--- src/design/stun_bp_pkg.sv ---
`timescale 1ns / 1ps
// ----------------------------------------------------------------------------
// STUN binding response parser package
// Types, codes and constants shared by the parser modules.
// ----------------------------------------------------------------------------
package stun_bp_pkg;

	// Default limit on the bytes of one datagram that are parsed.
	localparam int DEFAULT_MAX_DATAGRAM_BYTES = 2048;

	// Header layout.
	localparam int HDR_BYTES = 20;

	// Message types.
	localparam logic [15:0] TYPE_SUCCESS = 16'h0101;
	localparam logic [15:0] TYPE_ERROR   = 16'h0111;

	// Attribute types that are captured.
	localparam logic [15:0] ATTR_MAPPED  = 16'h0001;
	localparam logic [15:0] ATTR_SOURCE  = 16'h0004;
	localparam logic [15:0] ATTR_CHANGED = 16'h0005;

	// Capture slots.
	localparam int SLOT_MAPPED  = 0;
	localparam int SLOT_SOURCE  = 1;
	localparam int SLOT_CHANGED = 2;
	localparam int NUM_SLOTS    = 3;

	// Message kind codes.
	localparam logic [1:0] KIND_SUCCESS = 2'd0;
	localparam logic [1:0] KIND_ERROR   = 2'd1;
	localparam logic [1:0] KIND_OTHER   = 2'd2;
	localparam logic [1:0] KIND_SHORT   = 2'd3;

	// NAT verdict codes.
	localparam logic [1:0] VERDICT_NONE       = 2'd0;
	localparam logic [1:0] VERDICT_FULL_CONE  = 2'd1;
	localparam logic [1:0] VERDICT_RESTRICTED = 2'd2;

	// Configuration port.
	localparam int CFG_IDX_W  = 1;
	localparam int CFG_DATA_W = 32;
	localparam logic [CFG_IDX_W-1:0] REG_SERVER_IP   = 1'b0;
	localparam logic [CFG_IDX_W-1:0] REG_SERVER_PORT = 1'b1;
	localparam logic [31:0] RESET_SERVER_IP   = 32'h4D48_A9D2;
	localparam logic [15:0] RESET_SERVER_PORT = 16'd3478;

	// One received byte with its datagram's sender.
	typedef struct packed {
		logic [7:0]  rx_byte;
		logic        last_byte;
		logic [31:0] sender_ip;
		logic [15:0] sender_port;
	} item_t;

	// Server address from the configuration registers.
	typedef struct packed {
		logic [31:0] server_ip;
		logic [15:0] server_port;
	} cfg_t;

	// One parse result.
	typedef struct packed {
		logic [1:0]  msg_kind;
		logic        mapped_valid;
		logic [31:0] mapped_ip;
		logic [15:0] mapped_port;
		logic        source_valid;
		logic [31:0] source_attr_ip;
		logic [15:0] source_attr_port;
		logic        changed_valid;
		logic [31:0] changed_ip;
		logic [15:0] changed_port;
		logic [1:0]  nat_verdict;
	} result_t;

endpackage

--- src/design/stun_bp_in_if.sv ---
`timescale 1ns / 1ps
// ----------------------------------------------------------------------------
// STUN parser input channel
// Valid/ready channel that carries one datagram byte and its sender.
// ----------------------------------------------------------------------------
interface stun_bp_in_if;
	logic        valid;
	logic        ready;
	logic [7:0]  rx_byte;
	logic        last_byte;
	logic [31:0] sender_ip;
	logic [15:0] sender_port;

	modport source (
		output valid, rx_byte, last_byte, sender_ip, sender_port,
		input  ready
	);
	modport sink (
		input  valid, rx_byte, last_byte, sender_ip, sender_port,
		output ready
	);
endinterface

--- src/design/stun_bp_out_if.sv ---
`timescale 1ns / 1ps
// ----------------------------------------------------------------------------
// STUN parser result channel
// Valid/ready channel that carries one parse result per datagram.
// ----------------------------------------------------------------------------
interface stun_bp_out_if;
	logic        valid;
	logic        ready;
	logic [1:0]  msg_kind;
	logic        mapped_valid;
	logic [31:0] mapped_ip;
	logic [15:0] mapped_port;
	logic        source_valid;
	logic [31:0] source_attr_ip;
	logic [15:0] source_attr_port;
	logic        changed_valid;
	logic [31:0] changed_ip;
	logic [15:0] changed_port;
	logic [1:0]  nat_verdict;

	modport source (
		output valid, msg_kind, mapped_valid, mapped_ip, mapped_port,
		       source_valid, source_attr_ip, source_attr_port,
		       changed_valid, changed_ip, changed_port, nat_verdict,
		input  ready
	);
	modport sink (
		input  valid, msg_kind, mapped_valid, mapped_ip, mapped_port,
		       source_valid, source_attr_ip, source_attr_port,
		       changed_valid, changed_ip, changed_port, nat_verdict,
		output ready
	);
endinterface

--- src/design/stun_bp_cfg.sv ---
`timescale 1ns / 1ps
// ----------------------------------------------------------------------------
// STUN parser configuration registers
// Holds the server address that the verdict compares against.
// ----------------------------------------------------------------------------
module stun_bp_cfg (
	input  logic                              clk,
	input  logic                              arst_n,
	input  logic                              cfg_we,
	input  logic [stun_bp_pkg::CFG_IDX_W-1:0]  cfg_idx,
	input  logic [stun_bp_pkg::CFG_DATA_W-1:0] cfg_wdata,
	output stun_bp_pkg::cfg_t                  cfg
);
	import stun_bp_pkg::*;

	logic [31:0] server_ip_q;
	logic [15:0] server_port_q;

	// Register writes, decoded by index.
	always_ff @(posedge clk or negedge arst_n) begin
		if (!arst_n) begin
			server_ip_q   <= RESET_SERVER_IP;
			server_port_q <= RESET_SERVER_PORT;
		end else if (cfg_we) begin
			unique case (cfg_idx)
				REG_SERVER_IP: begin
					server_ip_q <= cfg_wdata[31:0];
				end
				REG_SERVER_PORT: begin
					server_port_q <= cfg_wdata[15:0];
				end
				default: begin
				end
			endcase
		end
	end

	assign cfg.server_ip   = server_ip_q;
	assign cfg.server_port = server_port_q;

endmodule

--- src/design/stun_bp_parse.sv ---
`timescale 1ns / 1ps
// ----------------------------------------------------------------------------
// STUN parser datapath
// Per-datagram state, header and attribute walk, capture and result logic.
// ----------------------------------------------------------------------------
module stun_bp_parse #(
	parameter int MAX_DATAGRAM_BYTES = stun_bp_pkg::DEFAULT_MAX_DATAGRAM_BYTES
) (
	input  logic                 clk,
	input  logic                 arst_n,
	input  logic                 proc_en,
	input  stun_bp_pkg::item_t   item,
	input  stun_bp_pkg::cfg_t    cfg,
	output stun_bp_pkg::result_t res
);
	import stun_bp_pkg::*;

	localparam int CNT_W = $clog2(MAX_DATAGRAM_BYTES + 1);

	// Per-datagram state.
	logic [CNT_W-1:0] byte_cnt_q, byte_cnt_n;
	logic [15:0]      msg_type_q, msg_type_n;
	logic [15:0]      attrs_len_q, attrs_len_n;
	logic [15:0]      attr_start_q, attr_start_n;
	logic [15:0]      attr_type_q, attr_type_n;
	logic [15:0]      attr_len_q, attr_len_n;
	logic [15:0]      port_sh_q, port_sh_n;
	logic [31:0]      ip_sh_q, ip_sh_n;
	logic [NUM_SLOTS-1:0] found_q, found_n;
	logic [15:0]      found_port_q [NUM_SLOTS];
	logic [15:0]      found_port_n [NUM_SLOTS];
	logic [31:0]      found_ip_q [NUM_SLOTS];
	logic [31:0]      found_ip_n [NUM_SLOTS];

	logic [15:0] rel;
	logic [15:0] off;
	logic [16:0] attr_end;
	logic [16:0] next_start;
	logic        kind_ok;

	// Next-state logic for one byte.
	always_comb begin
		byte_cnt_n   = byte_cnt_q;
		msg_type_n   = msg_type_q;
		attrs_len_n  = attrs_len_q;
		attr_start_n = attr_start_q;
		attr_type_n  = attr_type_q;
		attr_len_n   = attr_len_q;
		port_sh_n    = port_sh_q;
		ip_sh_n      = ip_sh_q;
		found_n      = found_q;
		found_port_n = found_port_q;
		found_ip_n   = found_ip_q;
		rel          = 16'(byte_cnt_q) - 16'(HDR_BYTES);
		off          = rel - attr_start_q;
		attr_end     = 17'd0;
		next_start   = 17'd0;

		if (byte_cnt_q < CNT_W'(MAX_DATAGRAM_BYTES)) begin
			byte_cnt_n = byte_cnt_q + CNT_W'(1);
			if (byte_cnt_q < CNT_W'(2)) begin
				msg_type_n = {msg_type_q[7:0], item.rx_byte};
			end else if (byte_cnt_q < CNT_W'(4)) begin
				attrs_len_n = {attrs_len_q[7:0], item.rx_byte};
			end else if (byte_cnt_q >= CNT_W'(HDR_BYTES) && msg_type_q == TYPE_SUCCESS
			             && attr_start_q < attrs_len_q && rel >= attr_start_q) begin
				// Field bytes at their offset inside the current attribute.
				if (off < 16'd2) begin
					attr_type_n = {attr_type_q[7:0], item.rx_byte};
				end else if (off == 16'd2) begin
					attr_len_n = {8'd0, item.rx_byte};
				end else if (off == 16'd3) begin
					attr_len_n = {attr_len_q[7:0], item.rx_byte};
				end else if (off == 16'd6 || off == 16'd7) begin
					port_sh_n = {port_sh_q[7:0], item.rx_byte};
				end else if (off >= 16'd8 && off <= 16'd11) begin
					ip_sh_n = {ip_sh_q[23:0], item.rx_byte};
				end

				// Last byte of the attribute: capture it if it is a known type of length 8 or more, and move to the next one.
				attr_end   = {1'b0, attr_len_n} + 17'd3;
				next_start = {1'b0, attr_start_q} + {1'b0, attr_len_n} + 17'd4;
				if (off >= 16'd3 && {1'b0, off} == attr_end) begin
					if (attr_len_n >= 16'd8) begin
						if (attr_type_n == ATTR_MAPPED) begin
							found_n[SLOT_MAPPED]      = 1'b1;
							found_port_n[SLOT_MAPPED] = port_sh_n;
							found_ip_n[SLOT_MAPPED]   = ip_sh_n;
						end else if (attr_type_n == ATTR_SOURCE) begin
							found_n[SLOT_SOURCE]      = 1'b1;
							found_port_n[SLOT_SOURCE] = port_sh_n;
							found_ip_n[SLOT_SOURCE]   = ip_sh_n;
						end else if (attr_type_n == ATTR_CHANGED) begin
							found_n[SLOT_CHANGED]      = 1'b1;
							found_port_n[SLOT_CHANGED] = port_sh_n;
							found_ip_n[SLOT_CHANGED]   = ip_sh_n;
						end
					end
					attr_start_n = next_start[16] ? 16'hFFFF : next_start[15:0];
				end
			end
		end
	end

	// Result for a datagram that ends with this byte.
	always_comb begin
		if (byte_cnt_n < CNT_W'(HDR_BYTES)) begin
			res.msg_kind = KIND_SHORT;
		end else if (msg_type_n == TYPE_SUCCESS) begin
			res.msg_kind = KIND_SUCCESS;
		end else if (msg_type_n == TYPE_ERROR) begin
			res.msg_kind = KIND_ERROR;
		end else begin
			res.msg_kind = KIND_OTHER;
		end
		kind_ok = (res.msg_kind == KIND_SUCCESS);

		res.mapped_valid     = kind_ok && found_n[SLOT_MAPPED];
		res.mapped_ip        = res.mapped_valid ? found_ip_n[SLOT_MAPPED] : 32'd0;
		res.mapped_port      = res.mapped_valid ? found_port_n[SLOT_MAPPED] : 16'd0;
		res.source_valid     = kind_ok && found_n[SLOT_SOURCE];
		res.source_attr_ip   = res.source_valid ? found_ip_n[SLOT_SOURCE] : 32'd0;
		res.source_attr_port = res.source_valid ? found_port_n[SLOT_SOURCE] : 16'd0;
		res.changed_valid    = kind_ok && found_n[SLOT_CHANGED];
		res.changed_ip       = res.changed_valid ? found_ip_n[SLOT_CHANGED] : 32'd0;
		res.changed_port     = res.changed_valid ? found_port_n[SLOT_CHANGED] : 16'd0;

		if (res.mapped_valid && item.sender_port != cfg.server_port) begin
			res.nat_verdict = (item.sender_ip != cfg.server_ip) ? VERDICT_FULL_CONE
			                                                    : VERDICT_RESTRICTED;
		end else begin
			res.nat_verdict = VERDICT_NONE;
		end
	end

	// State update; the final byte of a datagram clears everything.
	always_ff @(posedge clk or negedge arst_n) begin
		if (!arst_n) begin
			byte_cnt_q   <= '0;
			msg_type_q   <= '0;
			attrs_len_q  <= '0;
			attr_start_q <= '0;
			attr_type_q  <= '0;
			attr_len_q   <= '0;
			port_sh_q    <= '0;
			ip_sh_q      <= '0;
			found_q      <= '0;
			for (int k = 0; k < NUM_SLOTS; k++) begin
				found_port_q[k] <= '0;
				found_ip_q[k]   <= '0;
			end
		end else if (proc_en) begin
			if (item.last_byte) begin
				byte_cnt_q   <= '0;
				msg_type_q   <= '0;
				attrs_len_q  <= '0;
				attr_start_q <= '0;
				attr_type_q  <= '0;
				attr_len_q   <= '0;
				port_sh_q    <= '0;
				ip_sh_q      <= '0;
				found_q      <= '0;
				for (int k = 0; k < NUM_SLOTS; k++) begin
					found_port_q[k] <= '0;
					found_ip_q[k]   <= '0;
				end
			end else begin
				byte_cnt_q   <= byte_cnt_n;
				msg_type_q   <= msg_type_n;
				attrs_len_q  <= attrs_len_n;
				attr_start_q <= attr_start_n;
				attr_type_q  <= attr_type_n;
				attr_len_q   <= attr_len_n;
				port_sh_q    <= port_sh_n;
				ip_sh_q      <= ip_sh_n;
				found_q      <= found_n;
				found_port_q <= found_port_n;
				found_ip_q   <= found_ip_n;
			end
		end
	end

endmodule

--- src/design/stun_binding_response_parser_core.sv ---
`timescale 1ns / 1ps
// ----------------------------------------------------------------------------
// STUN binding response parser
// Parses a received datagram one byte at a time, captures the address
// attributes and reports message kind, addresses and a NAT verdict.
// ----------------------------------------------------------------------------
//  Channel  Direction  Transaction
//  din      sink       one datagram byte, last-byte mark, sender ip and port
//  dout     source     one parse result, after the last byte of a datagram
//  cfg      write      server ip (index 0) or server port (index 1)
//
// One byte is accepted per cycle unless a final byte waits for room on the
// output; each byte waits in the input register and is parsed by combinational
// logic against the datagram state. A result appears in the output register in
// the cycle after its last byte is parsed. While a result waits, non-final bytes
// keep flowing; a second final byte stalls only until the waiting result is taken.
// Reset loads the default server address and clears all datagram state.
// ----------------------------------------------------------------------------
module stun_binding_response_parser_core #(
	parameter int MAX_DATAGRAM_BYTES = stun_bp_pkg::DEFAULT_MAX_DATAGRAM_BYTES
) (
	input  logic                              clk,
	input  logic                              arst_n,
	stun_bp_in_if.sink                         din,
	stun_bp_out_if.source                      dout,
	input  logic                              cfg_we,
	input  logic [stun_bp_pkg::CFG_IDX_W-1:0]  cfg_idx,
	input  logic [stun_bp_pkg::CFG_DATA_W-1:0] cfg_wdata
);
	import stun_bp_pkg::*;

	cfg_t    cfg;
	item_t   item_s1;
	logic    valid_s1;
	logic    accept;
	logic    advance;
	result_t res;
	result_t res_q;
	logic    out_valid_q;

	stun_bp_cfg u_cfg (
		.clk       (clk),
		.arst_n    (arst_n),
		.cfg_we    (cfg_we),
		.cfg_idx   (cfg_idx),
		.cfg_wdata (cfg_wdata),
		.cfg       (cfg)
	);

	// Handshake: a byte leaves the input register unless it is a final byte
	// whose result has no room.
	assign advance   = valid_s1 && (!item_s1.last_byte || !out_valid_q || dout.ready);
	assign din.ready = !valid_s1 || advance;
	assign accept    = din.valid && din.ready;

	// Input register control.
	always_ff @(posedge clk or negedge arst_n) begin
		if (!arst_n) begin
			valid_s1 <= 1'b0;
		end else if (accept) begin
			valid_s1 <= 1'b1;
		end else if (advance) begin
			valid_s1 <= 1'b0;
		end
	end

	// Input register payload.
	always_ff @(posedge clk) begin
		if (accept) begin
			item_s1.rx_byte     <= din.rx_byte;
			item_s1.last_byte   <= din.last_byte;
			item_s1.sender_ip   <= din.sender_ip;
			item_s1.sender_port <= din.sender_port;
		end
	end

	stun_bp_parse #(
		.MAX_DATAGRAM_BYTES (MAX_DATAGRAM_BYTES)
	) u_parse (
		.clk     (clk),
		.arst_n  (arst_n),
		.proc_en (advance),
		.item    (item_s1),
		.cfg     (cfg),
		.res     (res)
	);

	// Output register control.
	always_ff @(posedge clk or negedge arst_n) begin
		if (!arst_n) begin
			out_valid_q <= 1'b0;
		end else if (advance && item_s1.last_byte) begin
			out_valid_q <= 1'b1;
		end else if (dout.ready) begin
			out_valid_q <= 1'b0;
		end
	end

	// Output register payload.
	always_ff @(posedge clk) begin
		if (advance && item_s1.last_byte) begin
			res_q <= res;
		end
	end

	assign dout.valid            = out_valid_q;
	assign dout.msg_kind         = res_q.msg_kind;
	assign dout.mapped_valid     = res_q.mapped_valid;
	assign dout.mapped_ip        = res_q.mapped_ip;
	assign dout.mapped_port      = res_q.mapped_port;
	assign dout.source_valid     = res_q.source_valid;
	assign dout.source_attr_ip   = res_q.source_attr_ip;
	assign dout.source_attr_port = res_q.source_attr_port;
	assign dout.changed_valid    = res_q.changed_valid;
	assign dout.changed_ip       = res_q.changed_ip;
	assign dout.changed_port     = res_q.changed_port;
	assign dout.nat_verdict      = res_q.nat_verdict;

	// A parsed final byte always puts a result on the output.
	a_last_gives_result: assert property (@(posedge clk) disable iff (!arst_n)
		advance && item_s1.last_byte |=> dout.valid)
		else $error("final byte parsed without a result");

	// The input stalls only behind a final byte whose result has no room.
	a_stall_cause: assert property (@(posedge clk) disable iff (!arst_n)
		!din.ready |-> valid_s1 && item_s1.last_byte && dout.valid && !dout.ready)
		else $error("input stalled without cause");

	// Only a binding success reports captured attributes or a verdict.
	a_kind_gates_fields: assert property (@(posedge clk) disable iff (!arst_n)
		dout.valid && dout.msg_kind != KIND_SUCCESS |->
			!dout.mapped_valid && !dout.source_valid && !dout.changed_valid
			&& dout.nat_verdict == VERDICT_NONE)
		else $error("fields reported for a non-success message");

	// A verdict needs a mapped address.
	a_verdict_needs_mapped: assert property (@(posedge clk) disable iff (!arst_n)
		dout.valid && dout.nat_verdict != VERDICT_NONE |-> dout.mapped_valid)
		else $error("verdict without a mapped address");

endmodule

--- src/flat_wrapper.sv ---
// flat-port wrapper written by rule: the top's interface ports become plain ports
module stun_binding_response_parser_core_flat import stun_bp_pkg::*;
#(
	parameter int MAX_DATAGRAM_BYTES = stun_bp_pkg::DEFAULT_MAX_DATAGRAM_BYTES
)
  (clk, arst_n, cfg_we, cfg_idx, cfg_wdata, din_valid, din_rx_byte, din_last_byte, din_sender_ip, din_sender_port, din_ready, dout_valid, dout_msg_kind, dout_mapped_valid, dout_mapped_ip, dout_mapped_port, dout_source_valid, dout_source_attr_ip, dout_source_attr_port, dout_changed_valid, dout_changed_ip, dout_changed_port, dout_nat_verdict, dout_ready);
  stun_bp_in_if din_i ();
  stun_bp_out_if dout_i ();
  input  logic clk;
  input  logic arst_n;
  input  logic cfg_we;
  input  logic [stun_bp_pkg::CFG_IDX_W-1:0] cfg_idx;
  input  logic [stun_bp_pkg::CFG_DATA_W-1:0] cfg_wdata;
  input wire logic [$bits(din_i.valid)-1:0] din_valid;
  input wire logic [$bits(din_i.rx_byte)-1:0] din_rx_byte;
  input wire logic [$bits(din_i.last_byte)-1:0] din_last_byte;
  input wire logic [$bits(din_i.sender_ip)-1:0] din_sender_ip;
  input wire logic [$bits(din_i.sender_port)-1:0] din_sender_port;
  output wire logic [$bits(din_i.ready)-1:0] din_ready;
  output wire logic [$bits(dout_i.valid)-1:0] dout_valid;
  output wire logic [$bits(dout_i.msg_kind)-1:0] dout_msg_kind;
  output wire logic [$bits(dout_i.mapped_valid)-1:0] dout_mapped_valid;
  output wire logic [$bits(dout_i.mapped_ip)-1:0] dout_mapped_ip;
  output wire logic [$bits(dout_i.mapped_port)-1:0] dout_mapped_port;
  output wire logic [$bits(dout_i.source_valid)-1:0] dout_source_valid;
  output wire logic [$bits(dout_i.source_attr_ip)-1:0] dout_source_attr_ip;
  output wire logic [$bits(dout_i.source_attr_port)-1:0] dout_source_attr_port;
  output wire logic [$bits(dout_i.changed_valid)-1:0] dout_changed_valid;
  output wire logic [$bits(dout_i.changed_ip)-1:0] dout_changed_ip;
  output wire logic [$bits(dout_i.changed_port)-1:0] dout_changed_port;
  output wire logic [$bits(dout_i.nat_verdict)-1:0] dout_nat_verdict;
  input wire logic [$bits(dout_i.ready)-1:0] dout_ready;
  assign din_i.valid = din_valid;
  assign din_i.rx_byte = din_rx_byte;
  assign din_i.last_byte = din_last_byte;
  assign din_i.sender_ip = din_sender_ip;
  assign din_i.sender_port = din_sender_port;
  assign din_ready = din_i.ready;
  assign dout_valid = dout_i.valid;
  assign dout_msg_kind = dout_i.msg_kind;
  assign dout_mapped_valid = dout_i.mapped_valid;
  assign dout_mapped_ip = dout_i.mapped_ip;
  assign dout_mapped_port = dout_i.mapped_port;
  assign dout_source_valid = dout_i.source_valid;
  assign dout_source_attr_ip = dout_i.source_attr_ip;
  assign dout_source_attr_port = dout_i.source_attr_port;
  assign dout_changed_valid = dout_i.changed_valid;
  assign dout_changed_ip = dout_i.changed_ip;
  assign dout_changed_port = dout_i.changed_port;
  assign dout_nat_verdict = dout_i.nat_verdict;
  assign dout_i.ready = dout_ready;
  stun_binding_response_parser_core #(.MAX_DATAGRAM_BYTES(MAX_DATAGRAM_BYTES)) u_core (.clk(clk), .arst_n(arst_n), .din(din_i), .dout(dout_i), .cfg_we(cfg_we), .cfg_idx(cfg_idx), .cfg_wdata(cfg_wdata));
endmodule
--- config.mk ---
export PLATFORM = sky130hd
export DESIGN_NAME = stun_binding_response_parser_core_flat
export DESIGN_NICKNAME = d
export VERILOG_FILES = /design/src/design/stun_bp_pkg.sv /design/src/design/stun_bp_in_if.sv /design/src/design/stun_bp_out_if.sv /design/src/design/stun_bp_cfg.sv /design/src/design/stun_bp_parse.sv /design/src/design/stun_binding_response_parser_core.sv /design/src/flat_wrapper.sv
export SDC_FILE = /design/constraint.sdc
export NUM_CORES = 1
export LEC_CHECK = 0
export BUFFER_PORTS_ARGS = -buffer_cell sky130_fd_sc_hd__clkbuf_2
export CORE_ASPECT_RATIO = 2
export CORE_MARGIN = 5
export CORE_UTILIZATION = 40
export DETAILED_ROUTE_END_ITERATION = 10
export GPL_ROUTABILITY_DRIVEN = 0
export PLACE_DENSITY_LB_ADDON = 0.25
export SYNTH_ARGS = -nofsm -noshare
export SYNTH_HDL_FRONTEND = slang
export SYNTH_SLANG_ARGS = --single-unit
--- constraint.sdc ---
create_clock -name clk -period 9 [get_ports clk]
set_input_delay 0 -clock clk [delete_from_list [all_inputs] [get_ports clk]]
set_output_delay 0 -clock clk [all_outputs]
set_load 0.005 [all_outputs]
==> flow_summary.toml <==
[run_status]
run_status = "finished, final reports clean"

[logic_synthesis]
netlist-cell-type-count = 84
synth.ff_latch_count = 545
synthesis.area_per_instance_um2 = 11.59
ys_seq_area_share_pct = 54.95
syn-instance-count = 2308
netlist_area_um2 = 26760
ys.flop_type = "dfrtp_1"
synth-edff-count = 208
yosysWarnings = 0
postSynthNetCount = 2472
synthArstFlopShare_pct = 61.83

[die]
boundaryPins = 248
dieWidth_um = 192.9
die_height_um = 375.8
design.core.area_um2 = 66560
floorplan.die_area_um2 = 72490
row_count = 134
start_util_pct = 40.20

[sta]
final.setup_skew_ns = 0.01989
final-max-slew-violation-count = 0
hold_viol = 0
period_needed_ns = 8.435
timing.max_slew.rel_slack_pct = 6.729
tns_ns = 0
setup_viol = 0
setup_repair_after_global_routing_missed_its_margin = "no"
setup_ws_ns = 0.5653
ratio_of_final_minimum_period_to_clock_period_pct = 93.72
maximum_clock_frequency_ghz = 0.1186
timing_worst_slew_pin_value_ns = 1.384

[job]
count_of_maximum_capacitance_violations = 0

[layout]
fraction_of_final_layout_cells_with_drive_strength_greater_than_1_pct = 19.59
syn2layout_area_growth_pct = 17.52
final_nets = 2748
final_area_um2 = 31450
finalNonFillerCells = 3508
antenna-diode-count = 0

[place]
place_worst_setup_slack_ns = 0.8941
detailed_placer_s_ending_hpwl_um = 53780
place.port_buffers = 247
placed_cells_incl_taps = 3325
placedInstanceArea_um2 = 28900

[setup_path]
cp_slowest_cell = "o21ai_0"
cp_max_fo = 97
critical_path.endpoint_type = "flip-flop"
critical-path-top-cell-by-count = "ha_1"
type_of_the_worst_setup_path = "flip-flop to flip-flop"
critical_path.cell_chain = "inv_1, ha_1, o21ai_0, nor2_1, xor2_1, ha_1, a21o_1, a21o_1, o21ai_0, a22oi_1, nand4_1, nor2_1, mux2i_1, ha_1, xnor2_1, nand3_1, o21a_1, and3_1, nor4b_1, nand4_1, or4_1, nor4_4, buf_12, mux2i_1"
arr_time_crit_path_ns = 8.83
worst_setup_path_start_kind = "flip-flop"
cpPeakStageDelay_ns = 1.08
worst-endpoint-required_ns = 9.39

[drt]
routed-via-count = 19920
initialDrtViolationCount = 1097
pre_antenna_drt_iters = 5
detail_route.drc_violations = 0
route.final.wire_length_um = 78820
detail_route.wl_per_cell_um = 22.47
detail_route.vias_per_cell = 5.677
postRouteAntennaNets = 0

[global_route]
grt_util_all_layers_pct = 21.43
globalRoute.busiestLayer = "met2"
grt_remaining_overflow = 0
grt_pass1_vias = 20700
grt_first_pass_wirelength_um = 121500
grt_max_degree = 130
globalRouteMet1Util_pct = 25.12
use_met3_pct = 2.666
initial_antenna_violation_count = 0
grt_use_met2_pct = 37.91

[clock_tree]
htree_levels = 2
cts_inserted_buffers = 48
clkSinkCount = 545
post-cts-setup-buffers = 0
cts.clk_slew.worst_paths_ns = 0.08
cts.root.buffer_cell = "clkbuf_16"
worst_skew_pair.late_latency_ns = 0.60
clock_path_buffers = 3
cts_tree = "yes"
post_cts_resize_count = 0

[pwr]
power_density_nw_per_um2 = 170.1
post-layout-total-power_w = 0.005351
static-leakage-power_nw = 13.03
vdd.ir_drop.worst_v = 0.0001923

[hold_path]
hold_class = "input pin to asynchronous set/reset pin"
==> final timing paths <==
path                                           startpoint                              to  slack, ns  cells after the start
setup / recovery             u_core.u_parse.byte_cnt_q[2]   u_core.dout.source_attr_ip[9]       0.57                     24
max in group asynchronous                          arst_n    u_core.u_cfg.server_ip_q[20]       6.48                      4
min in group clk                        din_sender_ip[12]              u_core.item_s1[28]       0.11                      2
hold reg to reg            u_core.u_parse.found_port_q[4]  u_core.u_parse.found_port_q[4]       0.50                      1
hold / removal                                     arst_n    u_core.u_parse.byte_cnt_q[8]       0.11                      2
setup reg to reg             u_core.u_parse.byte_cnt_q[2]   u_core.dout.source_attr_ip[9]       0.57                     24
==> placed cells by master, fill, tap and decap left out, types with 34 or more instances in the layout <==
cell | Yosys | routed
clkbuf_2 | 0 | 246
a22o_1 | 231 | 231
o21ai_0 | 74 | 74
dfrtp_1 | 316 | 316
xnor2_1 | 76 | 76
ha_1 | 67 | 67
buf_4 | 6 | 34
nand2_1 | 226 | 225
or2_2 | 54 | 54
mux2_2 | 51 | 51
dlygate4sd3_1 | 0 | 93
edfxtp_1 | 208 | 208
nor2_1 | 125 | 121
clkbuf_16 | 0 | 48
nand3_1 | 54 | 54
mux2i_1 | 202 | 202
inv_1 | 69 | 68
a21oi_1 | 52 | 52
==> flip-flops by register name, indices dropped and copies added (netlist names), 32 cells and up <==
register,flops
u_core.dout.mapped_ip,32
u_core.u_parse.ip_sh_q,32
u_core.dout.changed_ip,32
u_core.u_parse.found_ip_q,96
u_core.u_parse.found_port_q,48
u_core.item_s1,57
u_core.dout.source_attr_ip,32
u_core.u_cfg.server_ip_q,32
==> power by group <==
part | internal (W) | switching [W]
logic | 0.000178 | 0.000272
registers | 0.00268 | 0.0000622
clock network | 0.00119 | 0.000967
==> synthesized netlist by cell type, drive strengths merged (13+ instances only) <==
master   instances  area (um^2)
dfrtp          316         7908
a22o           231         2023
nand2          226        848.3
edfxtp         208         6246
mux2i          202         2022
nor2           126        475.5
clkbuf         115        431.7
o21ai           84        420.4
xnor2           76        665.6
inv             69        259.0
ha              67        838.3
or2             56        350.3
nand3           55        280.3
mux2            53        596.8
a21oi           52        260.3
buf             36        186.4
nor3            30        171.4
nand4           26        162.7
and3            24        150.1
dfstp           21        551.8
nor4            21        161.4
a21o            19        142.6
xor2            17        148.9
o2bb2ai         16        140.1
nor2b           13        81.33
==> cell type report <==
cell class	count	area, um^2
Fill cell	6035	35110
Sequential cell	545	14710
Multi-Input combinational cell	1542	11260
Timing Repair Buffer	377	2492
Clock buffer	58	1269
Tap cell	884	1106
Clock inverter	32	346.6
Inverter	70	267.8
==> through the flow <==
step | util [%] | hold WS [ns]
after floorplan | - | -0.2956
after global placement | 43.42 | 0.1765
after global routing | 47.25 | 0.09152
final | 47.25 | 0.1052
after detailed placement | 43.42 | 0.1786
after CTS | 47.25 | 0.07234
==> worst max-delay path: cells and delay by family (launching register included) <==
kind	cells	cell delay (ns)
XOR/XNOR	2	0.53
AND/OR/NAND/NOR	9	2.47
adder cells (fa/ha/maj)	3	1.04
flip-flops	1	0.51
buffers and inverters	2	0.62
multiplexers	2	0.57
AO/OA/AOI/OAI	6	2.33
==> logic make-up (layout without fill, tap and decap cells) <==
family                   Yosys count  in the layout  share of synthesized area (%)
AND/OR/NAND/NOR                  636            636                          11.67
adder cells (fa/ha/maj)           69             69                          3.282
XOR/XNOR                          94             94                          3.128
flip-flops                       545            545                          54.95
buffers and inverters            221            537                          3.292
multiplexers                     255            255                          9.786
AO/OA/AOI/OAI                    488            488                          13.90
==> metal layers <==
layer	routed length [um]	vias to the layer above	part of all wire [%]
met3	4161	235	5.3
li1	-	9021	-
met4	4766	0	6.0
met5	0	-	0
met2	40640	736	52
met1	29250	9923	37
==> repair_timing <==
action                                  in CTS  in global routing
hold buffers                                93                  0
endpoints found under the setup margin       0                  0
hold endpoints to repair                   234                  0
No activity file was read; power rests on OpenSTA's default activity.
